`config.mk`:
```
export PLATFORM = sky130hd
export DESIGN_NAME = bitmap_set_find_first
export DESIGN_NICKNAME = d
export VERILOG_FILES = /design/src/hw/rtl/bsff_pkg.sv /design/src/hw/rtl/bitmap_set_find_first.sv /design/src/hw/rtl/bsff_ram.sv /design/src/hw/rtl/bsff_engine.sv
export SDC_FILE = /design/constraint.sdc
export NUM_CORES = 1
export LEC_CHECK = 0
export ABC_AREA = 1
export BUFFER_PORTS_ARGS = -buffer_cell sky130_fd_sc_hd__buf_2
export CAP_MARGIN = 10
export CORE_MARGIN = 2
export CORE_UTILIZATION = 55
export CTS_CLUSTER_SIZE = 24
export DETAILED_ROUTE_END_ITERATION = 10
export PLACE_DENSITY = 0.71
export SLEW_MARGIN = 20
export SYNTH_ARGS = -nofsm -noshare
export SYNTH_HDL_FRONTEND = slang
export SYNTH_SLANG_ARGS = --single-unit
export TNS_END_PERCENT = 20
```
`constraint.sdc`:
```
create_clock -name clk -period 4.9 [get_ports clk]
set_input_delay 0.98 -clock clk [delete_from_list [all_inputs] [get_ports clk]]
set_output_delay 0.98 -clock clk [all_outputs]
set_load 0.01 [all_outputs]
```
`src/hw/rtl/bsff_pkg.sv`:
```
// Shared types, sizes, operation codes and helpers for the bitmap set/find-first block.
package bsff_pkg;

  localparam int MAX_BYTES = 32;
  localparam int ADDR_W    = (MAX_BYTES > 1) ? $clog2(MAX_BYTES) : 1;
  localparam int CNT_W     = $clog2(MAX_BYTES + 1);
  localparam int CFG_W     = 6;
  localparam int CMP_W     = (CNT_W > CFG_W) ? CNT_W : CFG_W;
  // bit_index reaches 256 bits at most, so a find walks no more than 32 bytes
  localparam int SCAN_MAX  = (MAX_BYTES < 32) ? MAX_BYTES : 32;

  localparam logic [CFG_W-1:0] CFG_RESET = 6'd32;

  localparam logic [2:0] MODE_SET       = 3'd0;
  localparam logic [2:0] MODE_CLEAR     = 3'd1;
  localparam logic [2:0] MODE_TEST      = 3'd2;
  localparam logic [2:0] MODE_FIND_ONE  = 3'd3;
  localparam logic [2:0] MODE_FIND_ZERO = 3'd4;
  localparam logic [2:0] MODE_FILL      = 3'd5;

  typedef struct packed {
    logic [2:0] mode;
    logic [7:0] bit_index;
    logic       fill_value;
  } in_word_t;

  typedef struct packed {
    logic       bit_value;
    logic       found;
    logic [7:0] found_index;
    logic       out_of_range;
  } out_word_t;

  // Position of the lowest set bit of a byte; 0 for an all-zero byte.
  function automatic logic [2:0] lowest_set(input logic [7:0] d);
    logic [2:0] pos;
    pos = 3'd0;
    for (int i = 7; i >= 0; i--) begin
      if (d[i]) pos = 3'(i);
    end
    return pos;
  endfunction

endpackage

```
`src/hw/rtl/bitmap_set_find_first.sv`:
```
// Bitmap set/clear/test/find-first/fill top level: length register, engine, output register.
// Set/clear/test pass a modify state; out of range and unused modes go straight to the result.
// Find reads one RAM byte a cycle, up to 32 bytes; fill writes every byte in use.
// One word at a time: next word taken the cycle after the result moves to the output register.
// Reset clears the bitmap at once through per-byte valid bits and sets bytes in use to 32.
module bitmap_set_find_first (
  input  logic                 clk,
  input  logic                 rst_n,
  input  logic                 in_valid,
  output logic                 in_ready,
  input  bsff_pkg::in_word_t   in_data,
  output logic                 out_valid,
  input  logic                 out_ready,
  output bsff_pkg::out_word_t  out_data,
  input  logic                 cfg_we,
  input  logic [bsff_pkg::CFG_W-1:0] cfg_wdata
);

  logic [bsff_pkg::CFG_W-1:0] cfg_len_r;
  logic [bsff_pkg::CNT_W-1:0] nbytes;
  logic                       res_valid, res_ready;
  bsff_pkg::out_word_t        res_data;
  logic                       out_valid_r;
  bsff_pkg::out_word_t        out_data_r;

  // Saturate the length in use to the bitmap size.
  assign nbytes = (bsff_pkg::CMP_W'(cfg_len_r) > bsff_pkg::CMP_W'(bsff_pkg::MAX_BYTES))
                ? bsff_pkg::CNT_W'(bsff_pkg::MAX_BYTES)
                : bsff_pkg::CNT_W'(cfg_len_r);

  bsff_engine u_engine (
    .clk       (clk),
    .rst_n     (rst_n),
    .nbytes    (nbytes),
    .in_valid  (in_valid),
    .in_ready  (in_ready),
    .in_data   (in_data),
    .res_valid (res_valid),
    .res_ready (res_ready),
    .res_data  (res_data)
  );

  assign res_ready = !out_valid_r || out_ready;
  assign out_valid = out_valid_r;
  assign out_data  = out_data_r;

  always_ff @(posedge clk) begin
    if (!rst_n) begin
      cfg_len_r   <= bsff_pkg::CFG_RESET;
      out_valid_r <= 1'b0;
    end else begin
      if (cfg_we) cfg_len_r <= cfg_wdata;
      if (res_valid && res_ready) out_valid_r <= 1'b1;
      else if (out_ready) out_valid_r <= 1'b0;
    end
  end

  always_ff @(posedge clk) begin
    if (res_valid && res_ready) out_data_r <= res_data;
  end

  a_no_found_and_oor: assert property (@(posedge clk) disable iff (!rst_n)
    out_valid |-> !(out_data.found && out_data.out_of_range))
    else $error("found and out_of_range both set");

  a_ready_means_no_pending: assert property (@(posedge clk) disable iff (!rst_n)
    in_ready |-> !res_valid)
    else $error("input ready while engine holds a result");

  a_busy_after_accept: assert property (@(posedge clk) disable iff (!rst_n)
    (in_valid && in_ready) |=> !in_ready)
    else $error("second word taken while engine busy");

  a_found_in_range: assert property (@(posedge clk) disable iff (!rst_n)
    (out_valid && out_data.found) |->
      (bsff_pkg::CMP_W'(out_data.found_index[7:3]) < bsff_pkg::CMP_W'(nbytes)))
    else $error("found index beyond bytes in use");

endmodule

```
`src/hw/rtl/bsff_ram.sv`:
```
// Generic single-write, single-read RAM with registered read data.
module bsff_ram #(
  parameter int WIDTH = 8,
  parameter int DEPTH = 32
) (
  input  logic                                     clk,
  input  logic                                     we,
  input  logic [((DEPTH > 1) ? $clog2(DEPTH) : 1)-1:0] waddr,
  input  logic [WIDTH-1:0]                         wdata,
  input  logic [((DEPTH > 1) ? $clog2(DEPTH) : 1)-1:0] raddr,
  output logic [WIDTH-1:0]                         rdata
);

  logic [WIDTH-1:0] mem [DEPTH];

  always_ff @(posedge clk) begin
    if (we) mem[waddr] <= wdata;
    rdata <= mem[raddr];
  end

endmodule

```
`src/hw/rtl/bsff_engine.sv`:
```
// Read-modify-write sequencer: bit ops, byte-serial find scan and fill sweep over the RAM.
module bsff_engine (
  input  logic                        clk,
  input  logic                        rst_n,
  input  logic [bsff_pkg::CNT_W-1:0]  nbytes,
  input  logic                        in_valid,
  output logic                        in_ready,
  input  bsff_pkg::in_word_t          in_data,
  output logic                        res_valid,
  input  logic                        res_ready,
  output bsff_pkg::out_word_t         res_data
);

  typedef enum logic [4:0] {
    ST_IDLE = 5'b00001,
    ST_MOD  = 5'b00010,
    ST_SCAN = 5'b00100,
    ST_FILL = 5'b01000,
    ST_RESP = 5'b10000
  } state_t;

  state_t                        state_r, state_nxt;
  logic [bsff_pkg::ADDR_W-1:0]   ptr_r, ptr_nxt;
  bsff_pkg::in_word_t            op_r, op_nxt;
  bsff_pkg::out_word_t           res_r, res_nxt;
  logic [bsff_pkg::MAX_BYTES-1:0] vld_r;

  logic                          ram_we;
  logic [bsff_pkg::ADDR_W-1:0]   ram_waddr, ram_raddr;
  logic [7:0]                    ram_wdata, ram_rdata;

  logic [bsff_pkg::CNT_W-1:0]    scan_len;
  logic [7:0]                    cur_byte, cand;
  logic                          last_ptr_scan, last_ptr_fill, accept;
  logic [bsff_pkg::ADDR_W-1:0]   ptr_inc;

  bsff_ram #(.WIDTH(8), .DEPTH(bsff_pkg::MAX_BYTES)) u_ram (
    .clk   (clk),
    .we    (ram_we),
    .waddr (ram_waddr),
    .wdata (ram_wdata),
    .raddr (ram_raddr),
    .rdata (ram_rdata)
  );

  assign in_ready  = (state_r == ST_IDLE);
  assign accept    = in_valid && in_ready;
  assign res_valid = (state_r == ST_RESP);
  assign res_data  = res_r;

  assign scan_len = (bsff_pkg::CMP_W'(nbytes) > bsff_pkg::CMP_W'(bsff_pkg::SCAN_MAX))
                  ? bsff_pkg::CNT_W'(bsff_pkg::SCAN_MAX) : nbytes;

  assign ptr_inc       = bsff_pkg::ADDR_W'(bsff_pkg::CMP_W'(ptr_r) + bsff_pkg::CMP_W'(1));
  assign last_ptr_scan = (bsff_pkg::CMP_W'(ptr_r) + bsff_pkg::CMP_W'(1))
                         == bsff_pkg::CMP_W'(scan_len);
  assign last_ptr_fill = (bsff_pkg::CMP_W'(ptr_r) + bsff_pkg::CMP_W'(1))
                         == bsff_pkg::CMP_W'(nbytes);

  // Never-written entries read as zero, matching the cleared bitmap.
  assign cur_byte = vld_r[ptr_r] ? ram_rdata : 8'h00;
  assign cand     = (op_r.mode == bsff_pkg::MODE_FIND_ONE) ? cur_byte : ~cur_byte;

  always_comb begin
    state_nxt = state_r;
    ptr_nxt   = ptr_r;
    op_nxt    = op_r;
    res_nxt   = res_r;
    ram_we    = 1'b0;
    ram_waddr = ptr_r;
    ram_wdata = op_r.fill_value ? 8'hFF : 8'h00;
    ram_raddr = ptr_inc;
    case (state_r)
      ST_IDLE: begin
        ram_raddr = bsff_pkg::ADDR_W'(in_data.bit_index[7:3]);
        if (accept) begin
          op_nxt  = in_data;
          res_nxt = '0;
          ptr_nxt = bsff_pkg::ADDR_W'(in_data.bit_index[7:3]);
          case (in_data.mode)
            bsff_pkg::MODE_SET, bsff_pkg::MODE_CLEAR, bsff_pkg::MODE_TEST: begin
              if (bsff_pkg::CMP_W'(in_data.bit_index[7:3]) >= bsff_pkg::CMP_W'(nbytes)) begin
                res_nxt.out_of_range = 1'b1;
                state_nxt = ST_RESP;
              end else begin
                state_nxt = ST_MOD;
              end
            end
            bsff_pkg::MODE_FIND_ONE, bsff_pkg::MODE_FIND_ZERO: begin
              ram_raddr = '0;
              ptr_nxt   = '0;
              state_nxt = (scan_len == '0) ? ST_RESP : ST_SCAN;
            end
            bsff_pkg::MODE_FILL: begin
              ptr_nxt   = '0;
              state_nxt = (nbytes == '0) ? ST_RESP : ST_FILL;
            end
            default: state_nxt = ST_RESP;
          endcase
        end
      end
      ST_MOD: begin
        res_nxt.bit_value = cur_byte[op_r.bit_index[2:0]];
        ram_waddr = ptr_r;
        if (op_r.mode == bsff_pkg::MODE_SET) begin
          ram_we    = 1'b1;
          ram_wdata = cur_byte | (8'h01 << op_r.bit_index[2:0]);
        end else if (op_r.mode == bsff_pkg::MODE_CLEAR) begin
          ram_we    = 1'b1;
          ram_wdata = cur_byte & ~(8'h01 << op_r.bit_index[2:0]);
        end
        state_nxt = ST_RESP;
      end
      ST_SCAN: begin
        if (cand != 8'h00) begin
          res_nxt.found       = 1'b1;
          res_nxt.found_index = 8'({ptr_r, bsff_pkg::lowest_set(cand)});
          state_nxt = ST_RESP;
        end else if (last_ptr_scan) begin
          state_nxt = ST_RESP;
        end else begin
          ptr_nxt = ptr_inc;
        end
      end
      ST_FILL: begin
        ram_we = 1'b1;
        if (last_ptr_fill) state_nxt = ST_RESP;
        else ptr_nxt = ptr_inc;
      end
      ST_RESP: begin
        if (res_ready) state_nxt = ST_IDLE;
      end
      default: state_nxt = ST_IDLE;
    endcase
  end

  always_ff @(posedge clk) begin
    if (!rst_n) begin
      state_r <= ST_IDLE;
      vld_r   <= '0;
    end else begin
      state_r <= state_nxt;
      if (ram_we) vld_r[ram_waddr] <= 1'b1;
    end
  end

  always_ff @(posedge clk) begin
    ptr_r <= ptr_nxt;
    op_r  <= op_nxt;
    res_r <= res_nxt;
  end

endmodule

```
* After elaboration in Yosys (flattened, before gate mapping)
Memory sizes are Yosys's and may differ from the RTL's. A register that Yosys moved wholly into a read port is not among the register bits.
Index checks and enable logic that the tools add are counted.
** Word-level totals
- Register bits :: 78
- Memory bits (writable) :: 256
- Input bits :: 23
- Output and inout port bits :: 13
- Logic and storage cells :: 128
- Memories kept :: 1
** Memories
- u_engine.u_ram.mem :: depth 32, bits a word 8, rd ports 1, clocked after memory_dff 1, wr ports 1, line bsff_ram.sv:14 : logic [WIDTH-1:0] mem [DEPTH];
** Cells by class
- Add/subtract/negate cells :: 1
- Magnitude comparators :: 6
- Equality and inequality tests :: 22
- Shift operators :: 1
- Muxes and demuxes :: 54
- Bitwise gates (word level) :: 5
- Reduce and logical (&&, ||, !) cells :: 22
** Operators with widths (count)
- two-way mux 5 bit :: 16
- two-way mux 8 bit :: 6
- OR 32 bit :: 1
- one-hot mux 5 bit (3 select lines) :: 2
- one-hot mux 5 bit (5 select lines) :: 1
- two-way mux 3 bit :: 8
- one-hot mux 9 bit (2 select lines) :: 1
- inverter 8 bit :: 2
- == test 6 bit :: 2
- greater-than comparator 6 bit (second input constant) :: 2
- logical NOT 6 bit :: 2
- two-way mux 6 bit :: 2
- two-way mux 1 bit :: 11
- two-way mux 11 bit :: 1
- == test 3 x 2 -> 1 bit (second input constant) :: 3
- two-way mux 9 bit :: 1
- AND 8 bit :: 1
- != test 2 bit (second input constant) :: 4
- OR 8 bit :: 1
- nonzero test 8 bit :: 1
- left shift 1 x 3 -> 8 bit (first input constant) :: 1
- adder 5 x 1 -> 6 bit (second input constant) :: 1
- == test 3 x 1 -> 1 bit (second input constant) :: 2
- == test 3 bit (second input constant) :: 2
- other kinds (27) :: 37

* Depth between registers and ports, before layout
Gate-level depths: netlist (run 1).
- Word-level depth :: 15
- Depth in mapped cells :: 19
- Depth with buffers taken out :: 17

* Cells and area by module
A second synthesis (run 1) with hierarchy kept.
** Unflattened totals
- Cells, all modules :: 1515
- Area total of the unflattened synthesis :: 15224.6 sq um
** Modules (own cells, without submodules)
- bsff_ram :: times used 1, cells an instance 922, area each 10786.6 sq um, seq. area each 7847.5 sq um
- bsff_engine :: times used 1, cells an instance 539, area each 3822.4 sq um, seq. area each 1431.4 sq um
- bitmap_set_find_first :: times used 1, cells an instance 54, area each 615.6 sq um, seq. area each 470.5 sq um

* Worst setup path before layout (run 1)
No wires, ideal clock.
- Path kind :: input port to flip-flop
- Start :: input in_data[9] in the netlist's numbering
- End :: register u_engine.u_ram.rdata[0], read port of u_engine.u_ram.mem
- Library setup time :: 113 ps
- Data arrival time :: 2511 ps
- Setup slack :: 2276 ps
- Stages :: 14
- Path buffers :: 2
- Path through :: inv_1 o21ai_2 o211ai_2 nor3_4 nor2_2 buf_6 clkbuf_1 or2_0 o211ai_1 nand3_1 nand3_1 nand2_1 nand2_1 nand2_1
** On the way
- Cells in the longest elaborated chain, start to end :: 5
- Elaborated cells on any way between the ends :: 6
- Classes of those cells :: eq/ne (2); mux (3); reduce/logical (1)
** Ends and longest elaborated chain
- start: declaration :: line bitmap_set_find_first.sv:11 : input bsff_pkg::in_word_t in_data,
- == test 3 x 2 -> 1 bit or == test 3 bit (tied branches) :: line bsff_engine.sv:80 : case (in_data.mode)
- OR reduction 2 bit * :: line bsff_engine.sv:80
- two-way mux 5 bit * :: line bsff_engine.sv:80
- two-way mux 5 bit * :: line bsff_engine.sv:76 : if (accept) begin
- two-way mux 5 bit * :: line bsff_engine.sv:73 : case (state_r)
- end: declaration :: line bsff_ram.sv:11 : output logic [WIDTH-1:0] rdata
Mark *: on every way between the ends. The rest lies on a longest branch, timed or not.
A chain may end at the register's enable or synchronous reset.

* Worst setup path in the final report (run 1)
- Start :: register u_engine.ptr_r[0] in the netlist's numbering
- End :: register u_engine.ptr_r[4] in the netlist's numbering, enable pin
** On the way
- Cells in the longest elaborated chain, start to end :: 8
- Elaborated cells on any way between the ends :: 13
- Classes of those cells :: add/sub (1); eq/ne (5); mux (4); bitwise (1); reduce/logical (2)
** Ends and longest elaborated chain
- start: declaration :: line bsff_engine.sv:23 : logic [bsff_pkg::ADDR_W-1:0] ptr_r, ptr_nxt;
- start signal: assignment :: line bsff_engine.sv:148 : ptr_r <= ptr_nxt;
- binary-select mux 1 bit (select 5 bit) :: line bsff_engine.sv:61 : assign cur_byte = vld_r[ptr_r] ? ram_rdata : 8'h00;
- two-way mux 1 bit (implied by the code) :: line bsff_engine.sv:61
- two-way mux 8 bit :: line bsff_engine.sv:61
- inverter 8 bit :: line bsff_engine.sv:62 : assign cand = (op_r.mode == bsff_pkg::MODE_FIND_ONE) ? cur_byte : ~cur_byte;
- two-way mux 8 bit :: line bsff_engine.sv:62
- nonzero test 8 bit :: line bsff_engine.sv:115 : if (cand != 8'h00) begin
- != test 2 bit (no line)
- AND reduction 5 bit (no line) *
Mark *: on every way between the ends. The rest lies on a longest branch, timed or not. The select of a mux whose other input is x is not followed.

==> flow_metrics.py, run 1 <==
metrics = {
    "floorplanning": {
        "die-area_um2": 28630,
        "pin_count": 36,
        "row_count": 60,
        "die_x_um": 169.2,
        "initial_core_util": 0.5585,
        "core_um2": 26880,
        "chipHeight_um": 169.2,
    },
    "place": {
        "hpwl_um": 23300,
        "io_buffer_count": 35,
        "finalWeightedCongestion": 0.8951,
    },
    "clock_network": {
        "cts_resized": 0,
        "clk_pin_slew_ns": 0.06,
        "clk_latency_ns": 0.54,
        "cts_tree": "done",
        "cts_buffer_depth": 3,
        "clock-root-buffer": "clkbuf_16",
        "cts_inserted_buffers": 36,
        "post-cts-setup-buffer-count": 0,
        "h-tree-depth": 2,
        "clkSinkCount": 342,
        "cts_hold_buffers": 0,
    },
    "sta": {
        "rsz0062_at_grt": "no",
        "hold_viol": 0,
        "finalMaxSlewViolations": 0,
        "clock.fmax_ghz": 0.3180,
        "worst_slew_pin_slew_ns": 1.113,
        "fin_worst_skew_ns": 0.02263,
        "period_needed_ns": 3.145,
        "max_slew_margin": 0.2553,
        "setup_viol": 0,
        "min_period_over_period": 0.6418,
        "tns_ns": 0,
    },
    "yosys": {
        "synthMuxAreaShare": 0,
        "synth-xor-area-share": 0.002334,
        "synth-compound-area-share": 0.06152,
        "synth.top_cell.area_share": 0.5802,
        "synth-adder-area-share": 0.007503,
        "syn_area_um2": 15010,
        "yosysSeqAreaShare": 0.6495,
        "synthArstFlopShare": 0,
        "syn_nets": 1473,
        "synth_top_family_by_area": "simple AND/OR/NAND/NOR gates",
        "synth-edff-count": 290,
        "synth.distinct_cells": 45,
        "yosysTopAreaCell": "edfxtp_1",
        "synthSimpleGateAreaFrac": 0.2329,
        "yosys-top-cells-area": "edfxtp_1 (58%), nand2_1 (10%), dfxtp_1 (6.9%)",
        "postSynthCellCount": 1441,
        "yosysWarnings": 0,
        "synthFlopType": "edfxtp_1",
        "syn_avg_cell_area_um2": 10.42,
        "ys_ff_latch": 342,
    },
    "finish": {
        "antennaDiodeCount": 0,
        "n_fill_cell": 2196,
        "final_common_cell": "nand2_1",
        "nNetsFinal": 1511,
        "area_delta_synth_final_pct": 11.16,
        "layout_common_cells": "nand2_1 (409), edfxtp_1 (290), nor2_1 (151)",
        "drive_gt1_frac": 0.1048,
        "post-route-util": 0.6208,
    },
    "worst_setup_path": {
        "cpMaxStageDelayCell": "edfxtp_1",
        "crit_path_max_fanout": 19,
        "r2r_cells": 15,
        "arrival_ns": 3.31,
        "setup.worst_path.start_class": "flip-flop",
        "required_ns": 5.07,
        "crit_type": "reg2reg",
        "crit_top_cell": "nand2_1",
        "slowest_delay_ns": 0.55,
        "end_kind": "flip-flop",
        "cp_cell_sequence": "inv_2 > nand2_1 > nand3_1 > nand2_1 > nand2_1 > nand2_1 > nor2_2 > nand2_4 > nand2_1 > nand2_1 > nand2_1 > nand2_2 > nor2_4 > nand3_1 > a21oi_1",
    },
    "worst_hold_path": {
        "holdCritPathClass": "reg2reg",
        "hold_depth": 0,
    },
    "global_route": {
        "grt_pass1_vias": 10188,
        "grt_usage": 0.2638,
        "grt_pass1_wl_um": 57250,
        "overflow": 0,
        "antenna_found_initial": 0,
        "grt_max_degree": 66,
    },
    "drt": {
        "firstDrtPassIters": 6,
        "drt-total-wl_um": 37280,
        "wl_per_cell_um": 20.17,
        "ant_nets": 0,
        "drtIter0Drc": 1131,
        "vias_per_cell": 5.766,
        "num_vias": 10655,
        "drc": 0,
    },
    "pwr": {
        "p_per_area_nw_per_um2": 715.6,
        "power_leakage_nw": 6.255,
        "max-vdd-ir-drop_mv": 0.4450,
    },
    "status": {
        "run_status": "completed",
    },
    "flow_run": {
        "drv_cap": 0,
    },
}
==> path summary, 6_finish.rpt <==
| path | end | slack [ns] | from |
|---|---|---|---|
| setup / recovery | u_engine.ptr_r[4] | 1.76 | u_engine.ptr_r[0] |
| hold / removal | out_data[6] | 0.42 | u_engine.res_data[6] |
| setup reg to reg | u_engine.ptr_r[4] | 1.76 | u_engine.ptr_r[0] |
| hold reg to reg | out_data[6] | 0.42 | u_engine.res_data[6] |
==> power breakdown <==
part,switching (mW),internal [mW]
Combinational,3.99,1.57
Clock,1.13,1.55
Sequential,0.126,3.57
Total,5.25,6.69
==> kinds of logic after synthesis <==
kind of cell / count (synthesis)
AND/OR/NAND/NOR: 801
flip-flops: 342
buffers and inverters: 156
AO/OA/AOI/OAI: 129
XOR/XNOR: 4
adder cells (fa/ha/maj): 9
==> per-stage QoR <==
stage | hold slack (ns) | instance area (um2) | std cells | power [mW] | worst slack, ns
after floorplan | 0.4003 | 15010 | 1441 | 7.552 | 2.276
after global placement | 0.4036 | 15510 | 1782 | 9.159 | 1.586
after detailed placement | 0.4045 | 15510 | 1782 | 9.212 | 1.522
after CTS | 0.4159 | 16680 | 1848 | 11.90 | 1.794
after global routing | 0.4263 | 16680 | 1848 | 12.63 | 1.437
final | 0.4162 | 16680 | 1848 | 11.94 | 1.755
==> Yosys cell counts (3+ instances only) <==
cell / count
a211oi_1: 3
ha_1: 9
inv_1: 85
buf_2: 19
o221ai_1: 8
nand3_1: 136
inv_2: 7
nor3_1: 9
nor2_1: 151
a21oi_1: 12
nand2_1: 409
nand2_2: 3
nor2_4: 3
nand4_1: 5
buf_6: 5
o22ai_1: 3
nor3_2: 3
dfxtp_1: 52
edfxtp_1: 290
or2_2: 8
buf_4: 11
clkbuf_1: 26
or2_1: 19
o211ai_1: 74
nor2_2: 4
o21ai_0: 18
or2_0: 45
==> layout make-up <==
cell class	count	area, um2	area share
clock buffer	46	988.4	0.05924
clock inverter	20	187.7	0.01125
inverter	95	362.8	0.02175
multi-input combinational	943	4587	0.2749
sequential	342	9749	0.5843
tap	341	426.7	0.02557
timing repair buffer	61	382.9	0.02295
==> layer usage <==
metal	track usage	wire length, um	vias up
li1	-	-	5003
met1	0.3737	15750	5093
met4	0.09550	1194	0
met3	0.04431	3165	82
met2	0.4158	17170	477
met5	0	0	-
==> state kept, by name, summed over array words and instances, names as in the netlist <==
| signal | cells |
|---|---|
| u_engine.res_data | 11 |
| u_engine.u_ram.mem | 256 |
| u_engine.u_ram.rdata | 8 |
| out_data | 11 |
| cfg_len_r | 6 |
| u_engine.ptr_r | 5 |
| out_valid | 1 |
| u_engine.vld_r | 32 |
| u_engine.state_r | 5 |
| u_engine.op_r | 7 |
==> critical path, delay by kind of cell (launching register included) <==
family	cells	cell delay (ns)
AND/OR/NAND/NOR	13	1.42
AO/OA/AOI/OAI	1	0.41
flip-flops	1	0.55
buffers and inverters	1	0.39
(Power assumes the default switching activity.)
==> inputs of run 2 (changes only) <==
Clock period 4.9 ns to 3.2 ns, I/O delays scaled along.
==> flow_metrics.py, run 2 (synthesized netlist as in run 1, its figures left out) <==
metrics = {
    "finish": {
        "drive_gt1_frac": 0.1301,
        "layout_common_cells": "nand2_1 (409), edfxtp_1 (290), nor2_1 (151)",
        "fin_cells": 1894,
        "largest_reg_flops": 256,
        "regMostFlops": "u_engine.u_ram.mem",
        "antennaDiodeCount": 0,
        "reg.largest.list": "u_engine.u_ram.mem (256), u_engine.vld_r (32)",
        "final_common_cell": "nand2_1",
        "nNetsFinal": 1559,
        "n_fill_cell": 2136,
        "area_delta_synth_final_pct": 14.29,
    },
    "floorplanning": {
        "die-area_um2": 28630,
        "row_count": 60,
        "die_x_um": 169.2,
        "initial_core_util": 0.5585,
        "pin_count": 36,
        "chipHeight_um": 169.2,
        "core_um2": 26880,
    },
    "clock_network": {
        "cts_tree": "done",
        "cts_inserted_buffers": 36,
        "cts_resized": 0,
        "clkSinkCount": 342,
        "cts_hold_buffers": 0,
        "post-cts-setup-buffer-count": 0,
        "clk_pin_slew_ns": 0.06,
        "clock-root-buffer": "clkbuf_16",
        "clk_latency_ns": 0.54,
        "cts_buffer_depth": 3,
        "h-tree-depth": 2,
    },
    "global_route": {
        "grt_pass1_wl_um": 57420,
        "antenna_found_initial": 0,
        "grt_usage": 0.2630,
        "overflow": 0,
        "grt_pass1_vias": 10335,
        "grt_max_degree": 76,
    },
    "worst_hold_path": {
        "holdCritPathClass": "in2reg",
    },
    "drt": {
        "drt-total-wl_um": 36900,
        "wl_per_cell_um": 19.48,
        "drtIter0Drc": 1087,
        "firstDrtPassIters": 5,
        "drc": 0,
        "ant_nets": 0,
        "dr_wl_met3_um": 3361,
        "vias_per_cell": 5.633,
        "met1_length_um": 15930,
        "num_vias": 10669,
        "dr.max_layer_used": "met4",
        "wl_met2_um": 16210,
    },
    "worst_setup_path": {
        "arrival_ns": 3.32,
        "crit_type": "reg2reg",
        "rrSetupSlack_ns": 0.29,
        "required_ns": 3.61,
        "crit_path_max_fanout": 32,
        "setup.worst_path.start_class": "flip-flop",
        "end_kind": "flip-flop",
    },
    "sta": {
        "max_slew_margin": 0.3893,
        "clock.fmax_ghz": 0.3440,
        "layout_setup_ws_ns": 0.2932,
        "worst_slew_pin_slew_ns": 0.9126,
        "tns_ns": 0,
        "rsz0062_at_grt": "no",
        "setup_viol": 0,
        "fin_worst_skew_ns": 0.02556,
        "min_period_over_period": 0.9084,
        "hold_viol": 0,
        "finalMaxSlewViolations": 0,
        "period_needed_ns": 2.907,
    },
    "status": {
        "run_status": "completed",
    },
    "flow_run": {
        "drv_cap": 0,
    },
    "place": {
        "finalWeightedCongestion": 0.8778,
        "dp_cells": 1830,
        "hpwl_um": 23910,
        "io_buffer_count": 35,
        "place_ws_ns": 0.2175,
    },
    "pwr": {
        "max-vdd-ir-drop_mv": 0.7041,
        "power_mw": 18.54,
        "p_per_area_nw_per_um2": 1081,
        "power_leakage_nw": 6.535,
    },
}
run 2: cell type report:
| class | count | area (um2) | share of cell area |
|---|---|---|---|
| Clock inverter | 16 | 130.1 | 0.007586 |
| Inverter | 95 | 362.8 | 0.02115 |
| Tap cell | 341 | 426.7 | 0.02487 |
| Multi-Input combinational cell | 943 | 4587 | 0.2674 |
| Timing Repair Buffer | 109 | 880.8 | 0.05135 |
| Sequential cell | 342 | 9749 | 0.5683 |
| Clock buffer | 48 | 1017 | 0.05930 |
run 2: per-layer routing:
layer,global-route usage,up-vias
met3,0.05224,80
li1,-,5092
met2,0.3947,444
met1,0.3824,5053
met4,0.09959,0
met5,0,-
run 2: metrics by stage:
stage | hold WS [ns] | cell area [um2] | util
5_1_grt | 0.3012 | 17150 | 0.6383
3_5_place_dp | 0.4045 | 16010 | 0.5956
2_1_floorplan | 0.4003 | 15010 | -
4_1_cts | 0.2876 | 17150 | 0.6383
6_report | 0.2979 | 17150 | 0.6383
3_3_place_gp | 0.4024 | 16010 | 0.5956
run 2: power breakdown:
part | internal, mW | switching (mW) | total [mW]
registers | 5.46 | 0.205 | 5.66
clock network | 2.33 | 1.67 | 4.00
logic | 2.75 | 6.13 | 8.89
run 2: worst paths after layout:
check / cells past startpoint / end / start
setup / recovery: 12 / u_engine.u_ram.rdata[5] / u_engine.ptr_r[0]
hold / removal: 1 / u_engine.op_r[0] / in_data[0]
setup reg to reg: 12 / u_engine.u_ram.rdata[5] / u_engine.ptr_r[0]
hold reg to reg: 0 / out_data[3] / u_engine.res_data[3]
run 2: worst max-delay path: stages, from the launching register on:
cell and delay [ns]:
edfxtp_1 0.36, buf_4 0.34, ha_1 0.29, nor2_1 0.09
nor2_1 0.21, nor2_1 0.11, a211oi_4 0.27, buf_4 0.47
nand3_1 0.20, nand3_1 0.21, nand2_1 0.12, nand2_1 0.07
nand2_1 0.05
